--- config.mk ---
export PLATFORM = sky130hd
export DESIGN_NAME = stop_and_wait_arq_sender
export DESIGN_NICKNAME = d
export VERILOG_FILES = /design/src/rtl/core/sawarq_pkg.sv /design/src/rtl/core/sawarq_store.sv /design/src/rtl/core/sawarq_ctrl.sv /design/src/rtl/core/sawarq_run.sv /design/src/rtl/core/stop_and_wait_arq_sender.sv
export SDC_FILE = /design/constraint.sdc
export NUM_CORES = 1
export LEC_CHECK = 0
export ABC_AREA = 0
export BUFFER_PORTS_ARGS = -buffer_cell sky130_fd_sc_hd__buf_2
export CORE_ASPECT_RATIO = 1.4
export CORE_UTILIZATION = 32
export DETAILED_ROUTE_END_ITERATION = 16
export GPL_ROUTABILITY_DRIVEN = 1
export SYNTH_ARGS = -nofsm -noshare
export SYNTH_HDL_FRONTEND = slang
export SYNTH_SLANG_ARGS = --single-unit
--- constraint.sdc ---
create_clock -name clock -period 3.42 [get_ports clock]
set_input_delay 0.855 -clock clock [delete_from_list [all_inputs] [get_ports clock]]
set_output_delay 0.855 -clock clock [all_outputs]
set_load 0.03 [all_outputs]
--- src/rtl/core/sawarq_pkg.sv ---
`timescale 1ns / 1ps

package sawarq_pkg;

   // default chunk store depth and widest length field it may need
   localparam int CHUNK_BYTES_DEF = 10;
   localparam int LEN_MAX_W       = 7;

   localparam logic [2:0] RETRY_LIMIT_RST = 3'd3;

   // request codes on the input channel
   typedef enum logic [1:0] {
      REQ_DATA    = 2'd0,
      REQ_ACK     = 2'd1,
      REQ_TIMEOUT = 2'd2
   } req_kind_type;

   // result codes on the output channel
   typedef enum logic [1:0] {
      OUT_PKT  = 2'd0,
      OUT_NEXT = 2'd1,
      OUT_FIN  = 2'd2
   } out_kind_type;

   // sender protocol phase
   typedef enum logic [1:0] {
      PH_LOADING = 2'd0,
      PH_WAITING = 2'd1,
      PH_FINAL   = 2'd2,
      PH_DONE    = 2'd3
   } phase_type;

   // job handed from the protocol controller to the run sequencer
   typedef struct packed {
      out_kind_type           kind;
      logic                   seq;
      logic [LEN_MAX_W-1:0]   len;
      logic [7:0]             ck;
   } cmd_type;

endpackage

--- src/rtl/core/sawarq_store.sv ---
`timescale 1ns / 1ps

module sawarq_store import sawarq_pkg::*; #(
   parameter int DEPTH = CHUNK_BYTES_DEF,
   parameter int IDX_W = 4
) (
   input  logic             clock,
   input  logic             wr_en,
   input  logic [IDX_W-1:0] wr_addr,
   input  logic [7:0]       wr_data,
   input  logic             rd_en,
   input  logic [IDX_W-1:0] rd_addr,
   output logic [7:0]       rd_data
);

   logic [7:0] mem [DEPTH];
   logic [7:0] rd_data_ff;

   // write port
   always_ff @(posedge clock) begin
      if (wr_en) begin
         mem[wr_addr] <= wr_data;
      end
   end

   // registered read port
   always_ff @(posedge clock) begin
      if (rd_en) begin
         rd_data_ff <= mem[rd_addr];
      end
   end

   assign rd_data = rd_data_ff;

endmodule

--- src/rtl/core/sawarq_ctrl.sv ---
`timescale 1ns / 1ps

module sawarq_ctrl import sawarq_pkg::*; #(
   parameter int CHUNK_BYTES = CHUNK_BYTES_DEF,
   parameter int LEN_W       = 4,
   parameter int IDX_W       = 4
) (
   input  logic             clock,
   input  logic             reset,
   // request beats
   input  logic             req_valid,
   input  logic             req_ready,
   input  logic [1:0]       req_type,
   input  logic [7:0]       req_data_byte,
   input  logic             req_chunk_end,
   input  logic             req_chunk_empty,
   input  logic             req_ack_seq,
   input  logic [LEN_W-1:0] req_ack_len,
   input  logic [7:0]       req_ack_cksum,
   input  logic [7:0]       req_ack_payload_xor,
   // retry limit register
   input  logic             csr_valid,
   input  logic [2:0]       csr_data,
   // chunk store write port
   output logic             wr_en,
   output logic [IDX_W-1:0] wr_addr,
   output logic [7:0]       wr_data,
   // job to the run sequencer
   output logic             cmd_valid,
   output cmd_type          cmd
);

   phase_type        phase_ff, phase_in;
   logic             seq_ff, seq_in;
   logic [LEN_W-1:0] fill_ff, fill_in;
   logic [7:0]       xor_ff, xor_in;
   logic [2:0]       retry_ff, retry_in;
   logic [2:0]       limit_ff;

   logic             accept;
   logic             room;
   logic [LEN_W-1:0] fill_inc;
   logic [7:0]       xor_inc;
   logic             chunk_done;
   logic [7:0]       ack_want;
   logic             ack_good;
   logic             retry_out;

   assign accept = req_valid & req_ready;

   // load path: next fill, running xor and chunk close
   assign room       = fill_ff < LEN_W'(CHUNK_BYTES);
   assign fill_inc   = room ? fill_ff + LEN_W'(1) : fill_ff;
   assign xor_inc    = room ? xor_ff ^ req_data_byte : xor_ff;
   assign chunk_done = req_chunk_end | (fill_inc >= LEN_W'(CHUNK_BYTES));

   // ack check against the checksum the receiver should have computed
   assign ack_want  = {7'd0, req_ack_seq} ^ 8'(req_ack_len) ^ req_ack_payload_xor;
   assign ack_good  = (req_ack_seq == seq_ff) && (req_ack_cksum == ack_want);
   assign retry_out = retry_ff >= limit_ff;

   // next phase
   always_comb begin
      phase_in = phase_ff;
      if (accept) begin
         case (phase_ff)
            PH_LOADING: begin
               if (req_type == REQ_DATA) begin
                  if (req_chunk_empty) begin
                     phase_in = PH_FINAL;
                  end else if (chunk_done) begin
                     phase_in = PH_WAITING;
                  end
               end
            end
            PH_WAITING: begin
               if (req_type == REQ_ACK && ack_good) begin
                  phase_in = PH_LOADING;
               end
            end
            PH_FINAL: begin
               if (req_type == REQ_ACK) begin
                  phase_in = PH_DONE;
               end else if (req_type == REQ_TIMEOUT && retry_out) begin
                  phase_in = PH_DONE;
               end
            end
            default: begin
               phase_in = phase_ff;
            end
         endcase
      end
   end

   // datapath and job issue
   always_comb begin
      seq_in    = seq_ff;
      fill_in   = fill_ff;
      xor_in    = xor_ff;
      retry_in  = retry_ff;
      wr_en     = 1'b0;
      wr_addr   = fill_ff[IDX_W-1:0];
      wr_data   = req_data_byte;
      cmd_valid = 1'b0;
      cmd.kind  = OUT_PKT;
      cmd.seq   = seq_ff;
      cmd.len   = LEN_MAX_W'(fill_ff);
      cmd.ck    = {7'd0, seq_ff} ^ 8'(fill_ff) ^ xor_ff;
      if (accept) begin
         case (phase_ff)
            PH_LOADING: begin
               if (req_type == REQ_DATA) begin
                  if (req_chunk_empty) begin
                     // drop any partial chunk, send the empty final packet
                     fill_in   = '0;
                     xor_in    = '0;
                     retry_in  = '0;
                     cmd_valid = 1'b1;
                     cmd.len   = '0;
                     cmd.ck    = {7'd0, seq_ff};
                  end else begin
                     wr_en  = room;
                     fill_in = fill_inc;
                     xor_in  = xor_inc;
                     if (chunk_done) begin
                        cmd_valid = 1'b1;
                        cmd.len   = LEN_MAX_W'(fill_inc);
                        cmd.ck    = {7'd0, seq_ff} ^ 8'(fill_inc) ^ xor_inc;
                     end
                  end
               end
            end
            PH_WAITING: begin
               if (req_type == REQ_ACK && ack_good) begin
                  seq_in    = ~seq_ff;
                  fill_in   = '0;
                  xor_in    = '0;
                  cmd_valid = 1'b1;
                  cmd.kind  = OUT_NEXT;
                  cmd.seq   = ~seq_ff;
                  cmd.len   = '0;
                  cmd.ck    = '0;
               end else if (req_type == REQ_ACK || req_type == REQ_TIMEOUT) begin
                  cmd_valid = 1'b1;
               end
            end
            PH_FINAL: begin
               if (req_type == REQ_ACK || (req_type == REQ_TIMEOUT && retry_out)) begin
                  cmd_valid = 1'b1;
                  cmd.kind  = OUT_FIN;
                  cmd.seq   = 1'b0;
                  cmd.len   = '0;
                  cmd.ck    = '0;
               end else if (req_type == REQ_TIMEOUT) begin
                  retry_in  = retry_ff + 3'd1;
                  cmd_valid = 1'b1;
               end
            end
            default: begin
               cmd_valid = 1'b0;
            end
         endcase
      end
   end

   // state registers
   always_ff @(posedge clock) begin
      if (reset) begin
         phase_ff <= PH_LOADING;
         seq_ff   <= 1'b0;
         fill_ff  <= '0;
         xor_ff   <= '0;
         retry_ff <= '0;
      end else begin
         phase_ff <= phase_in;
         seq_ff   <= seq_in;
         fill_ff  <= fill_in;
         xor_ff   <= xor_in;
         retry_ff <= retry_in;
      end
   end

   // retry limit register
   always_ff @(posedge clock) begin
      if (reset) begin
         limit_ff <= RETRY_LIMIT_RST;
      end else if (csr_valid) begin
         limit_ff <= csr_data;
      end
   end

endmodule

--- src/rtl/core/sawarq_run.sv ---
`timescale 1ns / 1ps

module sawarq_run import sawarq_pkg::*; #(
   parameter int LEN_W = 4,
   parameter int IDX_W = 4
) (
   input  logic             clock,
   input  logic             reset,
   // job from the controller
   input  logic             cmd_valid,
   input  cmd_type          cmd,
   output logic             idle,
   // chunk store read port
   output logic             rd_en,
   output logic [IDX_W-1:0] rd_addr,
   input  logic [7:0]       rd_data,
   // result beats
   output logic             rsp_valid,
   input  logic             rsp_ready,
   output logic [1:0]       rsp_out_kind,
   output logic             rsp_pkt_seq,
   output logic [LEN_W-1:0] rsp_pkt_len,
   output logic [7:0]       rsp_pkt_cksum,
   output logic [7:0]       rsp_pkt_byte,
   output logic [IDX_W-1:0] rsp_byte_index,
   output logic             rsp_last_item
);

   // job registers
   logic             busy_ff, busy_in;
   logic             pend_ff, pend_in;
   logic [IDX_W-1:0] idx_ff, idx_in;
   out_kind_type     kind_ff;
   logic             seq_ff;
   logic [LEN_W-1:0] len_ff;
   logic [7:0]       ck_ff;

   // output register
   logic             out_valid_ff, out_valid_in;
   out_kind_type     out_kind_ff;
   logic             out_seq_ff;
   logic [LEN_W-1:0] out_len_ff;
   logic [7:0]       out_ck_ff;
   logic [7:0]       out_byte_ff;
   logic [IDX_W-1:0] out_idx_ff;
   logic             out_last_ff;

   logic need_rd;
   logic out_free;
   logic last_rd;
   logic load;

   assign need_rd  = (kind_ff == OUT_PKT) && (len_ff != '0);
   assign out_free = ~out_valid_ff | rsp_ready;
   assign last_rd  = ((LEN_W + 1)'(idx_ff) + (LEN_W + 1)'(1)) == (LEN_W + 1)'(len_ff);
   assign load     = busy_ff && out_free && (~need_rd || pend_ff);

   // store read: prime first byte, then fetch the next one as each beat loads
   assign rd_en   = busy_ff && need_rd && (~pend_ff || (out_free && ~last_rd));
   assign rd_addr = pend_ff ? idx_ff + IDX_W'(1) : idx_ff;

   // sequencer next state
   always_comb begin
      busy_in = busy_ff;
      pend_in = pend_ff;
      idx_in  = idx_ff;
      if (cmd_valid) begin
         busy_in = 1'b1;
         pend_in = 1'b0;
         idx_in  = '0;
      end else if (busy_ff) begin
         if (need_rd && ~pend_ff) begin
            pend_in = 1'b1;
         end else if (load) begin
            if (~need_rd || last_rd) begin
               busy_in = 1'b0;
               pend_in = 1'b0;
            end else begin
               idx_in = idx_ff + IDX_W'(1);
            end
         end
      end
   end

   // output register valid
   always_comb begin
      out_valid_in = out_valid_ff;
      if (load) begin
         out_valid_in = 1'b1;
      end else if (rsp_ready) begin
         out_valid_in = 1'b0;
      end
   end

   always_ff @(posedge clock) begin
      if (reset) begin
         busy_ff      <= 1'b0;
         pend_ff      <= 1'b0;
         idx_ff       <= '0;
         out_valid_ff <= 1'b0;
      end else begin
         busy_ff      <= busy_in;
         pend_ff      <= pend_in;
         idx_ff       <= idx_in;
         out_valid_ff <= out_valid_in;
      end
   end

   // job header capture
   always_ff @(posedge clock) begin
      if (cmd_valid) begin
         kind_ff <= cmd.kind;
         seq_ff  <= cmd.seq;
         len_ff  <= cmd.len[LEN_W-1:0];
         ck_ff   <= cmd.ck;
      end
   end

   // output payload
   always_ff @(posedge clock) begin
      if (load) begin
         out_kind_ff <= kind_ff;
         out_seq_ff  <= seq_ff;
         out_len_ff  <= len_ff;
         out_ck_ff   <= ck_ff;
         out_byte_ff <= need_rd ? rd_data : 8'd0;
         out_idx_ff  <= need_rd ? idx_ff : '0;
         out_last_ff <= need_rd ? last_rd : (kind_ff == OUT_PKT);
      end
   end

   assign idle           = ~busy_ff;
   assign rsp_valid      = out_valid_ff;
   assign rsp_out_kind   = out_kind_ff;
   assign rsp_pkt_seq    = out_seq_ff;
   assign rsp_pkt_len    = out_len_ff;
   assign rsp_pkt_cksum  = out_ck_ff;
   assign rsp_pkt_byte   = out_byte_ff;
   assign rsp_byte_index = out_idx_ff;
   assign rsp_last_item  = out_last_ff;

endmodule

--- src/rtl/core/stop_and_wait_arq_sender.sv ---
`timescale 1ns / 1ps
// Alternating-bit sender.
// req channel: one beat per request. req_type selects a chunk data byte, a
// received ack (seq, len, checksum, payload xor) or a timeout tick. Data
// bytes are stored one per cycle while ready; a byte flagged chunk_end, or the
// one that fills the store, closes the chunk and starts a packet run.
// rsp channel: a packet run is one beat per payload byte (one beat for an
// empty packet) carrying seq, length and checksum, last_item on the final
// beat. A good ack gives one request-next beat, the end of the transfer one
// finished beat.
// csr channel: final_retry_limit, always ready; write only while idle.
// A request that causes results passes the job registers, then the output
// register; a packet with payload has a store read between the two, and its
// bytes come through the single read port of the chunk store one at a time.
// Requests that cause no result leave req_ready high. Reset clears the
// sequence bit, fill count, retry counter and output valid and loads a retry
// limit of 3. When rsp_ready is low the run holds in place; req_ready stays
// low until the last beat of the run is loaded into the output register.
module stop_and_wait_arq_sender import sawarq_pkg::*; #(
   parameter int CHUNK_BYTES = CHUNK_BYTES_DEF,
   localparam int LEN_W = $clog2(CHUNK_BYTES + 1),
   localparam int IDX_W = (CHUNK_BYTES > 1) ? $clog2(CHUNK_BYTES) : 1
) (
   input  logic               clock,
   input  logic               reset,
   // request channel
   input  logic               req_valid,
   output logic               req_ready,
   input  logic [1:0]         req_type,
   input  logic [7:0]         req_data_byte,
   input  logic               req_chunk_end,
   input  logic               req_chunk_empty,
   input  logic               req_ack_seq,
   input  logic [LEN_W-1:0]   req_ack_len,
   input  logic signed [7:0]  req_ack_cksum,
   input  logic [7:0]         req_ack_payload_xor,
   // result channel
   output logic               rsp_valid,
   input  logic               rsp_ready,
   output logic [1:0]         rsp_out_kind,
   output logic               rsp_pkt_seq,
   output logic [LEN_W-1:0]   rsp_pkt_len,
   output logic signed [7:0]  rsp_pkt_cksum,
   output logic [7:0]         rsp_pkt_byte,
   output logic [IDX_W-1:0]   rsp_byte_index,
   output logic               rsp_last_item,
   // configuration channel
   input  logic               csr_valid,
   output logic               csr_ready,
   input  logic [2:0]         csr_data
);

   logic             run_idle;
   logic             cmd_valid;
   cmd_type          cmd;
   logic             wr_en;
   logic [IDX_W-1:0] wr_addr;
   logic [7:0]       wr_data;
   logic             rd_en;
   logic [IDX_W-1:0] rd_addr;
   logic [7:0]       rd_data;
   logic [7:0]       ck_bits;

   // new requests only while no run is being sequenced
   assign req_ready = run_idle;
   assign csr_ready = 1'b1;

   sawarq_ctrl #(
      .CHUNK_BYTES (CHUNK_BYTES),
      .LEN_W       (LEN_W),
      .IDX_W       (IDX_W)
   ) u_ctrl (
      .clock               (clock),
      .reset               (reset),
      .req_valid           (req_valid),
      .req_ready           (req_ready),
      .req_type            (req_type),
      .req_data_byte       (req_data_byte),
      .req_chunk_end       (req_chunk_end),
      .req_chunk_empty     (req_chunk_empty),
      .req_ack_seq         (req_ack_seq),
      .req_ack_len         (req_ack_len),
      .req_ack_cksum       ($unsigned(req_ack_cksum)),
      .req_ack_payload_xor (req_ack_payload_xor),
      .csr_valid           (csr_valid),
      .csr_data            (csr_data),
      .wr_en               (wr_en),
      .wr_addr             (wr_addr),
      .wr_data             (wr_data),
      .cmd_valid           (cmd_valid),
      .cmd                 (cmd)
   );

   sawarq_store #(
      .DEPTH (CHUNK_BYTES),
      .IDX_W (IDX_W)
   ) u_store (
      .clock   (clock),
      .wr_en   (wr_en),
      .wr_addr (wr_addr),
      .wr_data (wr_data),
      .rd_en   (rd_en),
      .rd_addr (rd_addr),
      .rd_data (rd_data)
   );

   sawarq_run #(
      .LEN_W (LEN_W),
      .IDX_W (IDX_W)
   ) u_run (
      .clock          (clock),
      .reset          (reset),
      .cmd_valid      (cmd_valid),
      .cmd            (cmd),
      .idle           (run_idle),
      .rd_en          (rd_en),
      .rd_addr        (rd_addr),
      .rd_data        (rd_data),
      .rsp_valid      (rsp_valid),
      .rsp_ready      (rsp_ready),
      .rsp_out_kind   (rsp_out_kind),
      .rsp_pkt_seq    (rsp_pkt_seq),
      .rsp_pkt_len    (rsp_pkt_len),
      .rsp_pkt_cksum  (ck_bits),
      .rsp_pkt_byte   (rsp_pkt_byte),
      .rsp_byte_index (rsp_byte_index),
      .rsp_last_item  (rsp_last_item)
   );

   assign rsp_pkt_cksum = $signed(ck_bits);

   // a job is only issued to an idle sequencer
   assert property (@(posedge clock) disable iff (reset) cmd_valid |-> run_idle)
      else $error("job issued while run busy");

   // the store is never written while a run reads it
   assert property (@(posedge clock) disable iff (reset) wr_en |-> run_idle)
      else $error("store write during run");

   // the last beat of a payload packet sits at the end of the packet
   assert property (@(posedge clock) disable iff (reset)
      (rsp_valid && rsp_out_kind == OUT_PKT && rsp_last_item && rsp_pkt_len != '0) |->
      ((LEN_W + 1)'(rsp_byte_index) + (LEN_W + 1)'(1)) == (LEN_W + 1)'(rsp_pkt_len))
      else $error("last beat index does not match length");

   // a taken packet beat that is not the last is followed by no beat or by the beat of the next byte index
   assert property (@(posedge clock) disable iff (reset)
      (rsp_valid && rsp_ready && rsp_out_kind == OUT_PKT && !rsp_last_item) |=>
      (rsp_out_kind == OUT_PKT && rsp_byte_index == $past(rsp_byte_index) + IDX_W'(1)) ||
      !rsp_valid)
      else $error("packet run beat out of order");

endmodule
Yosys cells after proc, flatten, opt, wreduce, memory -nomap -nowiden
Memory sizes are Yosys's and may differ from the RTL's. A register that Yosys moved wholly into a read port is not among the register bits.
Cells that the tools add are included.

storage, ports and cells
  memories kept = 1
  bits of input ports = 41
  register bits after elaboration = 71
  word-level logic and storage cells = 150
  output and inout port bits = 31
  RAM bits = 80

cells by class
  multiplexer cells = 57
  add/sub/neg operators = 4
  reduce and logical (&&, ||, !) cells = 32
  bitwise gates (word level) = 18
  equality and inequality tests = 14
  order comparisons = 3

memory list
  memory       depth  bits a word  rd ports  clocked after memory_dff  write ports  line                text
  u_store.mem  10     8            1         1                         1            sawarq_store.sv:16  logic [7:0] mem [DEPTH];

operator list
  operator                                                        number
  15-bit case mux with 3 select lines                             1
  8-bit 2-to-1 mux                                                4
  8-bit XOR                                                       4
  15-bit 2-to-1 mux                                               2
  1-bit 2-to-1 mux                                                25
  4-bit 2-to-1 mux                                                5
  18-bit 2-to-1 mux                                               1
  17-bit 2-to-1 mux                                               1
  16-bit 2-to-1 mux                                               1
  8-bit case mux with 2 select lines                              1
  12-bit 2-to-1 mux                                               1
  2-bit 2-to-1 mux                                                6
  3-bit 2-to-1 mux                                                4
  3-bit case mux with 2 select lines                              2
  6-bit AND reduction                                             2
  1-bit by 4-bit XOR with 4-bit output                            3
  1-bit logical AND                                               10
  2-bit nonzero test                                              5
  4-bit by 1-bit adder with 4-bit output (second input constant)  2
  8-bit == test                                                   1
  1-bit NOT                                                       8
  4-bit case mux with 2 select lines                              1
  4-bit AND reduction                                             2
  2-bit zero test                                                 3
  other kinds (22)                                                33

Depth between registers and ports, before layout
  depth in word-level cells = 10
  mapped depth = 9
  depth with buffers taken out = 8

Cells and area by module
Synthesis repeated with hierarchy kept, for this count alone.

second synthesis, totals
  cell total of the unflattened synthesis = 592
  area, all modules = 7544.7 um2

modules (own cells, without submodules)
  module                    cells an instance  sequential area each (um2)  area each (um2)  instances
  sawarq_store              189                2642.5                      3482.1           1
  sawarq_ctrl               284                420.4                       2165.8           1
  sawarq_run                117                1431.4                      1885.6           1
  stop_and_wait_arq_sender  2                  0.0                         11.3             1

Worst setup path before layout
Ideal clock, no wire load.

  path kind = input-to-reg
  start = input port req_type[1]
  end = register u_run.ck_ff[1], data pin
  stages on the path = 9
  data arrival time = 2.420 ns
  slack = 0.843 ns
  path buffers = 1
  data required time = 3.263 ns
  library setup time = 0.157 ns
  cells stage by stage = inv_1 > ha_1 > or3_1 > o21ai_0 > o21ai_1 > a22oi_1 > buf_4 > o21ai_0 > a32oi_1

RTL lines
  what                    line                            text
  start: declaration      stop_and_wait_arq_sender.sv:29  input logic [1:0] req_type,
  end signal: assignment  sawarq_run.sv:115               ck_ff <= cmd.ck;
  end: declaration        sawarq_run.sv:36                logic [7:0] ck_ff;

Worst setup path in the final report
  start = register u_ctrl.fill_ff[0] (netlist: u_ctrl.wr_addr[0])
  end = register u_run.ck_ff[6] (enable)

on the way
  cells in the longest elaborated chain, start to end = 9
  elaborated cells on any way between the ends = 10
  those cells by class = 1 x add/sub; 2 x order compare; 6 x mux; 1 x bitwise

RTL lines
  what                                                                                         line                                  text
  start: declaration                                                                           sawarq_ctrl.sv:35                     logic [LEN_W-1:0] fill_ff, fill_in;
  start signal: assignment                                                                     sawarq_ctrl.sv:177                    fill_ff <= fill_in;
  4-bit by 1-bit adder with 4-bit output / 4-bit less-than comparator (equally long branches)  sawarq_ctrl.sv:53, sawarq_ctrl.sv:52
  4-bit 2-to-1 mux (*)                                                                         sawarq_ctrl.sv:53                     assign fill_inc = room ? fill_ff + LEN_W'(1) : fill_ff;
  4-bit >= comparator (*)                                                                      sawarq_ctrl.sv:55                     assign chunk_done = req_chunk_end | (fill_inc >= LEN_W'(CHUNK_BYTES));
  1-bit bitwise OR (*)                                                                         sawarq_ctrl.sv:55
  1-bit 2-to-1 mux (*)                                                                         sawarq_ctrl.sv:125                    if (chunk_done) begin
  1-bit 2-to-1 mux (*)                                                                         sawarq_ctrl.sv:113                    if (req_chunk_empty) begin
  1-bit 2-to-1 mux (*)                                                                         sawarq_ctrl.sv:112                    if (req_type == REQ_DATA) begin
  1-bit case mux with 3 select lines (*)                                                       sawarq_ctrl.sv:110                    case (phase_ff)
  1-bit 2-to-1 mux (*)                                                                         sawarq_ctrl.sv:109                    if (accept) begin
  named net cmd_valid                                                                          stop_and_wait_arq_sender.sv:54        logic cmd_valid;

The timed path passes the listed nets; every way through them passes the cells marked *.
A chain may end at the register's enable or synchronous reset.

==> impl_metrics.tcl <==
set metrics [dict create \
    run_status "complete, no violations" \
    synth_flop_cell "edfxtp_1" \
    synthesized_cell_area_um2 7210 \
    power.density_nw_per_um2 534 \
    antenna_violating_nets_post_route 0 \
    r2r-end "u_run.ck_ff[6]" \
    r2r_cells 9 \
    io-pin-count 72 \
    timing_worst_slew_pin_value_ns 1.14 \
    rrSetupSlack_ns 0.64 \
    tritoncts "yes" \
    num-nets-final 674 \
    fillerInstances 2058 \
    syn-instance-count 538 \
    cp-start-kind "register" \
    max_freq_mhz 359 \
    grt_max_degree 33 \
    clock_transition_at_the_registers_of_the_reported_paths_ns 0.06 \
    final.setup.tns_ns 0 \
    num_antenna_cells 0 \
    final_skew_ns 0.00749 \
    final_cell_mix "edfxtp_1, buf_2, nand2_1, nor2_1, dfxtp_1" \
    detail_route.wirelength_um 15700 \
    grt_antenna_before_repair 1 \
    die_height_um 180 \
    register_bit_count_reported_by_yosys 159 \
    htreeDepth 4 \
    synth_to_final_area_change_pct 17.9 \
    detail_route.vias_per_cell 4.99 \
    max_slew_margin_pct 23.1 \
    post-route-period-util_pct 81.4 \
    regToRegStartpoint "u_ctrl.wr_addr[0]" \
    vias_in_the_first_global_route 4774 \
    drive_gt1_share_pct 22.4 \
    critical_path.endpoint_type "register" \
    globalRoute.totalOverflow 0 \
    critPathRequiredTime_ns 3.54 \
    synth_enable_flop_cells 131 \
    whs_path_depth 0 \
    clockRootBuffer "clkbuf_16" \
    yosys_warnings 0 \
    maxCapViolations 0 \
    wl_per_cell_um 17.0 \
    leakage_nw 3.02 \
    synthDistinctLibCells 58 \
    timing.critical_path.from "u_ctrl.wr_addr[0]" \
    synth.net_count 595 \
    core_um2 22000 \
    holdBufCountCts 0 \
    cells_resized_by_post_cts_repair 0 \
    std_cell_rows 64 \
    die_area_um2 23200 \
    final_hold_viol_count 0 \
    drtPass1Iterations 5 \
    num_vias 4629 \
    postSynth.asyncResetShare_pct 0 \
    drc 0 \
    hold_path_startpoint "u_run.seq_ff" \
    die_width_um 129 \
    synthesis.area_per_instance_um2 13.4 \
    place_hpwl_um 11400 \
    layout.cells.most_common "edfxtp_1" \
    port-buffer-count 70 \
    setup_repair_after_global_routing_missed_its_margin "no" \
    setup_ws_ns 0.636 \
    setup_viol 0 \
    clock_sink_count 159 \
    cts_setup_buffers 0 \
    clk_latency_ns 0.42 \
    finalMaxSlewViolations 0 \
    worstHoldEndpoint "u_run.rsp_pkt_seq" \
    critical_path_arrival_ns 2.90 \
    clock_buffers_created_by_tritoncts 17 \
    cts_max_path_buffers 2 \
    track_usage_pct 14.4 \
    critical_setup_path_kind "reg2reg" \
    final_critical_path_time_including_i_o_delays_and_setup_ns 2.78 \
    hold_path.class "reg2reg" \
    first_pass_grt_wire_length_um 25200 \
    drt_first_iter_violations 318 \
    max_ir_drop_vdd_mv 0.391 \
    initial_utilization_pct 32.8 \
    finalWeightedCongestion 0.893 \
    synth.yosys.seq_area_share_pct 62.3 \
    place_worst_setup_slack_ns 0.421 \
    crit_fanout 12 \
]
[per-layer routing]
metal | global-route usage, % | part of all wire [%]
met1 | 15.8 | 40
met2 | 25.6 | 54
met3 | 3.72 | 3.2
met4 | 7.06 | 2.5
met5 | 0 | 0.064
[through the flow]
step / cells / total power, W / area, um2 / hold slack, ns / utilization, %
detailed placement: 895 / 0.00276 / 7930 / 0.426 / 36.0
global route: 927 / 0.00472 / 8510 / 0.449 / 38.6
floorplan: 538 / 0.00260 / 7210 / 0.400 / -
CTS: 927 / 0.00458 / 8510 / 0.440 / 38.6
finish: 927 / 0.00454 / 8510 / 0.438 / 38.6
global placement: 895 / 0.00274 / 7930 / 0.427 / 36.0
[synth_stat cells, types with 16 or more instances]
master	count	area (um2)
a21oi_1	17	85.1
a31oi_1	26	163
and2_1	24	150
dfxtp_1	28	561
edfxtp_1	131	3930
ha_1	16	200
inv_1	21	78.8
mux2i_1	16	160
mux4_2	16	360
nand2_1	31	116
nor2_1	31	116
o21ai_0	21	105
xnor2_1	20	175
[report_power, final]
part	total [W]	internal [W]	switching, W
Combinational	0.000446	0.000175	0.000271
Sequential	0.00227	0.00220	0.0000756
Clock	0.00183	0.00106	0.000764
[worst max path at each step]
stage,endpoint,slack [ns],cells after the start
3_5_place_dp,u_store.mem[3][7],0.42,7
6_report,u_run.ck_ff[6],0.64,9
2_1_floorplan,u_run.ck_ff[1],0.84,9
4_1_cts,u_run.ck_ff[6],0.65,9
5_1_grt,u_run.ck_ff[6],0.39,9
3_3_place_gp,u_store.mem[3][5],0.50,7
[area by class of cell]
type / count / area [um2] / area share (%)
flip-flops and latches: 159 / 4490 / 52.8
repair buffers: 80 / 425 / 5.00
well taps: 297 / 372 / 4.37
clock buffers: 20 / 467 / 5.49
multi-input cells: 338 / 2560 / 30.1
clock inverters: 12 / 113 / 1.32
inverters: 21 / 78.8 / 0.926
[sequential cells by signal, summed over array words and instances, names as in the netlist, 8 cells and up]
register	cells
u_ctrl.xor_ff	8
u_run.ck_ff	8
u_run.rsp_pkt_byte	8
u_run.rsp_pkt_cksum	8
u_store.mem	80
u_store.rd_data	8
[cells by family after synthesis]
kind of cell	count (synthesis)	share of synthesized area (%)
xor+xnor	35	4.46
fa+ha+maj	16	2.77
buf+inv	41	2.39
simple gates	149	10.8
other cells	1	0.0520
mux	32	7.21
compound gates	105	9.97
flops	159	62.3
[worst max-delay path, cell delays in order, from the launching register on]
cell and delay [ns]:
dfxtp_1 0.45, inv_1 0.17, ha_1 0.41, nor2b_1 0.07
o31ai_1 0.39, a211oi_1 0.17, o31ai_1 0.32, a31oi_1 0.11
inv_1 0.15, buf_4 0.23
Power figures use the tool's default switching activity.
